<file path="config.mk">
export PLATFORM = sky130hd
export DESIGN_NAME = gsp_dist
export DESIGN_NICKNAME = d
export VERILOG_FILES = /design/src/design/graph_shortest_path_engine_macros.svh /design/src/design/gsp_pkg.sv /design/src/design/gsp_dist.sv
export SDC_FILE = /design/constraint.sdc
export NUM_CORES = 1
export LEC_CHECK = 0
export ABC_CLOCK_PERIOD_IN_PS = 12270
export BUFFER_PORTS_ARGS = -buffer_cell sky130_fd_sc_hd__buf_2
export CORE_MARGIN = 5
export CORE_UTILIZATION = 30
export CTS_CLUSTER_DIAMETER = 60
export DETAILED_ROUTE_END_ITERATION = 12
export SYNTH_ARGS = -nofsm -noshare
export SYNTH_HDL_FRONTEND = slang
export SYNTH_SLANG_ARGS = --single-unit
export TNS_END_PERCENT = 10
</file>
<file path="constraint.sdc">
create_clock -name i_clk -period 12.27 [get_ports i_clk]
set_clock_uncertainty 0.15 [all_clocks]
set_input_delay 1.8405 -clock i_clk [delete_from_list [all_inputs] [get_ports i_clk]]
set_output_delay 1.8405 -clock i_clk [all_outputs]
set_load 0.005 [all_outputs]
</file>
<file path="src/design/graph_shortest_path_engine_macros.svh">
// assertion macros for the shortest path engine
`ifndef GRAPH_SHORTEST_PATH_ENGINE_MACROS_SVH
`define GRAPH_SHORTEST_PATH_ENGINE_MACROS_SVH

// consequent must hold in the same cycle as the antecedent
`define GSP_ASSERT_NOW(lbl, ante, cons, msg) \
    lbl: assert property (@(posedge i_clk) disable iff (!i_rst_n) (ante) |-> (cons)) \
        else $error(msg);

// consequent must hold in the cycle after the antecedent
`define GSP_ASSERT_NEXT(lbl, ante, cons, msg) \
    lbl: assert property (@(posedge i_clk) disable iff (!i_rst_n) (ante) |=> (cons)) \
        else $error(msg);

`endif

</file>
<file path="src/design/gsp_pkg.sv">
// shared constants, codes and helpers of the shortest path engine
package gsp_pkg;

    localparam int MAX_NODES = 64;
    localparam int NODE_W    = $clog2(MAX_NODES);
    localparam int CNT_W     = NODE_W + 1;
    localparam int MAX_LINKS = 8;
    localparam int LINK_W    = $clog2(MAX_LINKS);
    localparam int LCNT_W    = LINK_W + 1;
    localparam int COORD_W   = 16;
    localparam int POS_W     = 3 * COORD_W;
    localparam int COST_W    = 48;
    localparam int PAR_W     = NODE_W + 1;
    localparam logic [PAR_W-1:0] NO_PARENT = PAR_W'(MAX_NODES);

    localparam logic [2:0] OP_ADD     = 3'd0;
    localparam logic [2:0] OP_CONNECT = 3'd1;
    localparam logic [2:0] OP_PATH    = 3'd2;
    localparam logic [2:0] OP_NEAREST = 3'd3;
    localparam logic [2:0] OP_CLEAR   = 3'd4;

    localparam logic [2:0] ST_OK       = 3'd0;
    localparam logic [2:0] ST_EMPTY    = 3'd1;
    localparam logic [2:0] ST_FULL     = 3'd2;
    localparam logic [2:0] ST_BAD      = 3'd3;
    localparam logic [2:0] ST_LINKFULL = 3'd4;

    typedef logic signed [COORD_W-1:0] t_coord;

    function automatic logic [COST_W-1:0] sat_add(input logic [COST_W-1:0] a,
                                                 input logic [COST_W-1:0] b);
        logic [COST_W:0] s;
        s = {1'b0, a} + {1'b0, b};
        return s[COST_W] ? {COST_W{1'b1}} : s[COST_W-1:0];
    endfunction

endpackage

</file>
<file path="src/design/gsp_dist.sv">
// squared euclidean distance unit, one axis per cycle on a shared multiplier
module gsp_dist import gsp_pkg::*; (
    input  logic              i_clk,
    input  logic              i_rst_n,
    input  logic              i_start,
    input  logic [POS_W-1:0]  i_p,
    input  logic [POS_W-1:0]  i_q,
    output logic              o_done,
    output logic [COST_W-1:0] o_dist
);

    logic              r_busy;
    logic              r_done;
    logic [1:0]        r_step;
    logic [POS_W-1:0]  r_p;
    logic [POS_W-1:0]  r_q;
    logic [COST_W-1:0] r_acc;

    t_coord                  ca;
    t_coord                  cb;
    logic signed [COORD_W:0] diff;
    logic [COORD_W:0]        mag;
    logic [2*COORD_W+1:0]    sq;

    always_comb begin
        unique case (r_step)
            2'd0: begin
                ca = r_p[COORD_W-1:0];
                cb = r_q[COORD_W-1:0];
            end
            2'd1: begin
                ca = r_p[2*COORD_W-1:COORD_W];
                cb = r_q[2*COORD_W-1:COORD_W];
            end
            default: begin
                ca = r_p[3*COORD_W-1:2*COORD_W];
                cb = r_q[3*COORD_W-1:2*COORD_W];
            end
        endcase
        diff = {ca[COORD_W-1], ca} - {cb[COORD_W-1], cb};
        mag  = diff[COORD_W] ? (COORD_W+1)'(0) - diff : diff;
        sq   = mag * mag;
    end

    always_ff @(posedge i_clk) begin
        if (!i_rst_n) begin
            r_busy <= 1'b0;
            r_done <= 1'b0;
            r_step <= 2'd0;
        end else begin
            r_done <= 1'b0;
            if (i_start) begin
                r_busy <= 1'b1;
                r_step <= 2'd0;
            end else if (r_busy) begin
                r_step <= r_step + 2'd1;
                if (r_step == 2'd2) begin
                    r_busy <= 1'b0;
                    r_done <= 1'b1;
                end
            end
        end
    end

    always_ff @(posedge i_clk) begin
        if (i_start) begin
            r_p   <= i_p;
            r_q   <= i_q;
            r_acc <= '0;
        end else if (r_busy) begin
            r_acc <= sat_add(r_acc, COST_W'(sq));
        end
    end

    assign o_done = r_done;
    assign o_dist = r_acc;

endmodule

</file>
==> impl_metrics.json, run 1 <==
{
  "slowest_stage": "fa_1",
  "grt_first_pass_wirelength_um": 70400,
  "syn_area_um2": 16000,
  "io-pin-count": 148,
  "cap_viol_max_count": 0,
  "antenna_found_initial": 2,
  "tightest_slew_ns": 1.07,
  "core_area_um2": 52800,
  "portBuffers": 147,
  "grt_usage_pct": 15.5,
  "critPathMaxStageDelay_ns": 0.57,
  "wirelength_um": 43400,
  "avgSynthCellArea_um2": 9.54,
  "yosysMostFrequentCell": "inv_1",
  "clkLatencyLatePin_ns": 0.47,
  "drt_iter0_markers": 806,
  "yosysTopAreaCell": "fa_1",
  "rr_endpoint": "o_dist[8]$_SDFFE_PP0P_",
  "grt_overflow_total": 0,
  "min_from": "o_dist[45]$_SDFFE_PP0P_",
  "synthFlopType": "edfxtp_1",
  "crit_path_start": "r_step[0]$_SDFFE_PP0P_",
  "fin_crit_ns": 11.52,
  "crit_family": "adder cells",
  "firstDrtPassIters": 5,
  "yosysSeqAreaShare_pct": 24.5,
  "worst_ep_required_time_ns": 12.47,
  "die_height_um": 241,
  "grt_max_degree": 81,
  "start_util_pct": 30.4,
  "crit_buf_inv": 11,
  "route.detailed.drc": 0,
  "hold_class": "register to register",
  "cts_num_sinks": 148,
  "ctsHoldBuffers": 0,
  "cts_buffers": 17,
  "outcome": "finished clean",
  "cts_buffer_depth": 2,
  "cp.depth": 39,
  "r2r_slack_ns": 0.75,
  "arrival_ns": 11.72,
  "wire_per_inst_um": 17.3,
  "die_x_um": 241,
  "endpoint": "o_dist[8]$_SDFFE_PP0P_",
  "async_flop_share_pct": 0,
  "finalCritPeriodShare_pct": 93.9,
  "slew_headroom_pct": 28.3,
  "worstSetupPathType": "register to register",
  "ys_top_cells_by_area": "fa_1 28%, edfxtp_1 18%, ha_1 10%",
  "crit_fanout": 36,
  "nets": 2265,
  "startpoint_type": "register",
  "antenna_left": 0,
  "regArea_um2": 3920,
  "rows": 84,
  "viasPerCell": 4.87,
  "dieArea_um2": 58100,
  "rsz0062_at_grt": "false",
  "ys_types": 81,
  "cts-root-buf": "clkbuf_16",
  "synthTopCellsByCount": "346 x inv_1, 223 x fa_1, 154 x nor2_1",
  "vias": 12213,
  "synth-seq-cells": 148,
  "post_cts_buffers": 0,
  "htree_levels": 4,
  "cp_common_cell": "inv_1",
  "yosysTopAreaCellShare_pct": 27.9,
  "r2r_start": "r_step[0]$_SDFFE_PP0P_",
  "multi_input_area_um2": 10600,
  "rr_worst_depth": 39,
  "dp_hpwl_um": 34300,
  "synth_edf_count": 96,
  "gp_congestion": 0.899,
  "fmax_ghz": 0.0868,
  "tritoncts": "yes",
  "netlist_instances": 1678,
  "cts_resized": 0,
  "tns_ns": 0,
  "area_delta_synth_final_pct": 13.6,
  "fillCellCount": 5381,
  "yosysWarnings": 0,
  "setup_violations": 0,
  "diodes": 0,
  "slew_viol_final": 0,
  "hold_viol": 0,
  "cp-end-kind": "register",
  "cts.clk_slew.worst_paths_ns": 0.06,
  "grt_pass1_vias": 13379,
  "drive_gt1_share_pct": 12.2
}
-- sequential cells by signal (all words and copies together), names as in the netlist --
name    count
r_q        48
o_done      1
r_p        48
r_step      2
o_dist     48
r_busy      1
-- worst reg2reg max path: cells and delay by family, from the launching register on --
| kind | cells | cell delay, ns |
|---|---|---|
| adders and majority gates | 10 | 4.51 |
| AOI/OAI and AO/OA | 10 | 2.55 |
| and+or+nand+nor | 7 | 1.84 |
| buffers and inverters | 11 | 1.71 |
| DFF | 1 | 0.37 |
| xor gates and xnor gates | 1 | 0.27 |
-- logic make-up after synthesis --
kind of cell               count (synthesis)  synth area share (%)
DFF                                      148                  24.5
other                                      2                0.0469
buffers and inverters                    416                  9.87
muxes                                      2                 0.133
xor gates and xnor gates                  57                  3.16
and+or+nand+nor                          428                  12.2
AOI/OAI and AO/OA                        268                  11.7
adders and majority gates                357                  38.3
-- layout make-up --
cell class	count	share of cell area [%]
inverters	350	7.22
well taps	688	4.73
clock buffers	19	2.38
clock inverters	13	0.922
repair buffers	169	4.99
multi-input cells	1123	58.2
flip-flops and latches	148	21.6
-- routing by layer --
metal  GRT usage, %  wire length [um]  share of wire, %  up-vias
li1               -                 -                 -     5691
met1           19.6             18200                42     6019
met2           25.7             20900                48      419
met3           4.40              3150               7.3       80
met4           4.99              1090               2.5        4
met5              0                18             0.042        -
-- metrics by stage --
stage               utilization (%)  std cells  worst slack, ns  area, um2  hold slack, ns
detailed placement             33.3       2478            0.426      17600           0.348
finish                         34.5       2510            0.749      18200           0.361
floorplan                         -       1687             2.03      16000           0.327
CTS                            34.4       2510            0.367      18200           0.365
global placement               33.3       2478            0.658      17600           0.338
global route                   34.5       2510            0.115      18200           0.394
-- layout by cell type (no fill, tap or decap), types with 14 or more instances in the layout --
cell	instances
inv_1	346
xnor2_1	23
a22oi_1	16
a22o_1	16
buf_4	22
dfxtp_1	52
ha_1	134
and2_1	21
a211oi_1	31
o21ai_0	20
edfxtp_1	96
nor2_1	153
a221oi_1	14
clkbuf_16	17
buf_2	146
fa_1	223
a21o_1	18
a21oi_1	74
nand3_1	15
nand2_1	149
nor3_1	18
xor2_1	32
-- worst min-delay path by stage --
| stage | cells past startpoint | slack (ns) | endpoint |
|---|---|---|---|
| global route | 1 | 0.39 | o_dist[45]$_SDFFE_PP0P_ |
| finish | 1 | 0.36 | o_dist[45]$_SDFFE_PP0P_ |
| detailed placement | 1 | 0.35 | o_dist[45]$_SDFFE_PP0P_ |
| global placement | 2 | 0.34 | o_dist[1]$_SDFFE_PP0P_ |
| floorplan | 1 | 0.33 | o_dist[45]$_SDFFE_PP0P_ |
| CTS | 1 | 0.37 | o_dist[45]$_SDFFE_PP0P_ |
Power of run 1 is not shown: default switching activity piles up to over one toggle a cycle in this logic, so the estimate is an artifact.
==> run 2: changes to the inputs <==
- BUFFER_PORTS_ARGS: -buffer_cell sky130_fd_sc_hd__buf_2 -> not set
- CORE_ASPECT_RATIO: not set -> 0.5
- DONT_BUFFER_PORTS: not set -> 1
==> run 2 against run 1 <==
  * Count of clock-buffer cells in the layout fell by 2
  * Flip-flop and latch count unchanged
  * First-iteration DRC count rose by 22%
  * Non-clock buffer count is 151 lower
  * Via count fell by 6.3%
  * Cell count fell by 5.3%
  * Die area rose by 0.48%
  * Core utilization down 1.2 points
  * Critical path type unchanged
  * Critical endpoint is now o_dist[6]$_SDFFE_PP0P_
  * Largest cell class unchanged
  * Highest routed layer unchanged
==> impl_metrics.json, run 2 (synthesized netlist as in run 1, its figures left out) <==
{
  "cp_common_cell": "fa_1",
  "antenna_found_initial": 16,
  "outcome": "finished clean",
  "hold_viol": 0,
  "worstSetupPathType": "register to register",
  "die_x_um": 337,
  "grt_usage_pct": 14.8,
  "final_common_cell": "inv_1",
  "area_delta_synth_final_pct": 9.01,
  "start_util_pct": 30.6,
  "final_cell_mix": "345 x inv_1, 223 x fa_1, 153 x nor2_1, 149 x nand2_1, 134 x ha_1",
  "grt_overflow_total": 0,
  "cts_num_sinks": 148,
  "nets": 2114,
  "grt_first_pass_wirelength_um": 68200,
  "rsz0062_at_grt": "false",
  "tightest_slew_ns": 1.02,
  "grt_pass1_vias": 11918,
  "rr_worst_depth": 35,
  "critPathMaxStageDelay_ns": 0.56,
  "rows": 59,
  "tritoncts": "yes",
  "htree_levels": 4,
  "slowest_stage": "fa_1",
  "gp_congestion": 0.885,
  "cts.clk_slew.worst_paths_ns": 0.08,
  "cap_viol_max_count": 0,
  "firstDrtPassIters": 5,
  "cts-root-buf": "clkbuf_16",
  "slew_headroom_pct": 31.8,
  "slew_viol_final": 0,
  "cts_buffers": 17,
  "post_cts_buffers": 0,
  "fin_crit_ns": 11.58,
  "tns_ns": 0,
  "cp-end-kind": "register",
  "drt_iter0_markers": 986,
  "drive_gt1_share_pct": 4.49,
  "io-pin-count": 148,
  "met1_length_um": 18200,
  "viasPerCell": 4.81,
  "wire_per_inst_um": 17.6,
  "core_area_um2": 52400,
  "hold_depth": 2,
  "clkLatencyLatePin_ns": 0.45,
  "grt_max_degree": 148,
  "wirelength_um": 42000,
  "route.detailed.drc": 0,
  "worst_ep_required_time_ns": 12.40,
  "finalCritPeriodShare_pct": 94.4,
  "dr_wl_met2_um": 20300,
  "crit_fanout": 36,
  "top_layer_used": "met5",
  "hold_class": "register to register",
  "die_height_um": 173,
  "dp_hpwl_um": 33400,
  "dieArea_um2": 58400,
  "startpoint_type": "register",
  "antenna_left": 0,
  "arrival_ns": 11.71,
  "vias": 11445,
  "cts_buffer_depth": 2,
  "wl_met3_um": 2520,
  "fmax_ghz": 0.0863,
  "portBuffers": 0,
  "setup_violations": 0
}
run 2: cell types whose count changed in the layout (fill, tap and decap cells not counted), sizes merged:
cell / before / now
buf: 169 / 18
diode: 0 / 6
clkinv: 6 / 9
bufinv: 2 / 0
clkbuf: 19 / 17
clkinvlp: 1 / 3
inv: 354 / 353
run 2: routing by layer:
layer  global-route usage [%]  vias up
met5                        0        -
met4                     3.68       20
met3                     3.87       72
met2                     24.7      255
met1                     19.1     5688
li1                         -     5410
run 2: worst paths after layout:
kind | startpoint | end | slack (ns)
setup / recovery | r_step[0]$_SDFFE_PP0P_ | o_dist[6]$_SDFFE_PP0P_ | 0.69
setup reg to reg | r_step[0]$_SDFFE_PP0P_ | o_dist[6]$_SDFFE_PP0P_ | 0.69
hold / removal | o_dist[0]$_SDFFE_PP0P_ | o_dist[0]$_SDFFE_PP0P_ | 0.38
hold reg to reg | o_dist[0]$_SDFFE_PP0P_ | o_dist[0]$_SDFFE_PP0P_ | 0.38
run 2: layout make-up:
class	instances	area [um2]
Antenna cell	6	15.0
Clock buffer	17	425
Clock inverter	15	184
Fill cell	5332	35000
Inverter	350	1320
Multi-Input combinational cell	1123	10600
Sequential cell	148	3920
Tap cell	701	877
Timing Repair Buffer	18	135
run 2: critical path, delay by kind of cell (launching register included):
kind / cells / cell delay [ns]
fa+ha+maj: 9 / 4.23
simple gates: 4 / 1.08
flops: 1 / 0.38
buf+inv: 9 / 2.03
compound gates: 12 / 3.33
xor+xnor: 1 / 0.16
run 2: per-stage QoR:
stage | cell area, um2 | utilization, % | std cells | setup slack [ns] | hold slack (ns)
6_report | 17500 | 33.3 | 2378 | 0.688 | 0.380
5_1_grt | 17500 | 33.3 | 2377 | 0.0462 | 0.425
4_1_cts | 17400 | 33.2 | 2372 | 0.685 | 0.376
3_5_place_dp | 16800 | 32.1 | 2340 | 0.679 | 0.367
3_3_place_gp | 16800 | 32.1 | 2340 | 0.836 | 0.357
2_1_floorplan | 16000 | - | 1687 | 2.03 | 0.327
run 2: repair_timing:
action | in CTS | in global routing
setup endpoints to repair | 0 | 42
resized for setup | 0 | 3
hold buffers | 0 | 0
Power of run 2 is left out for the same reason.
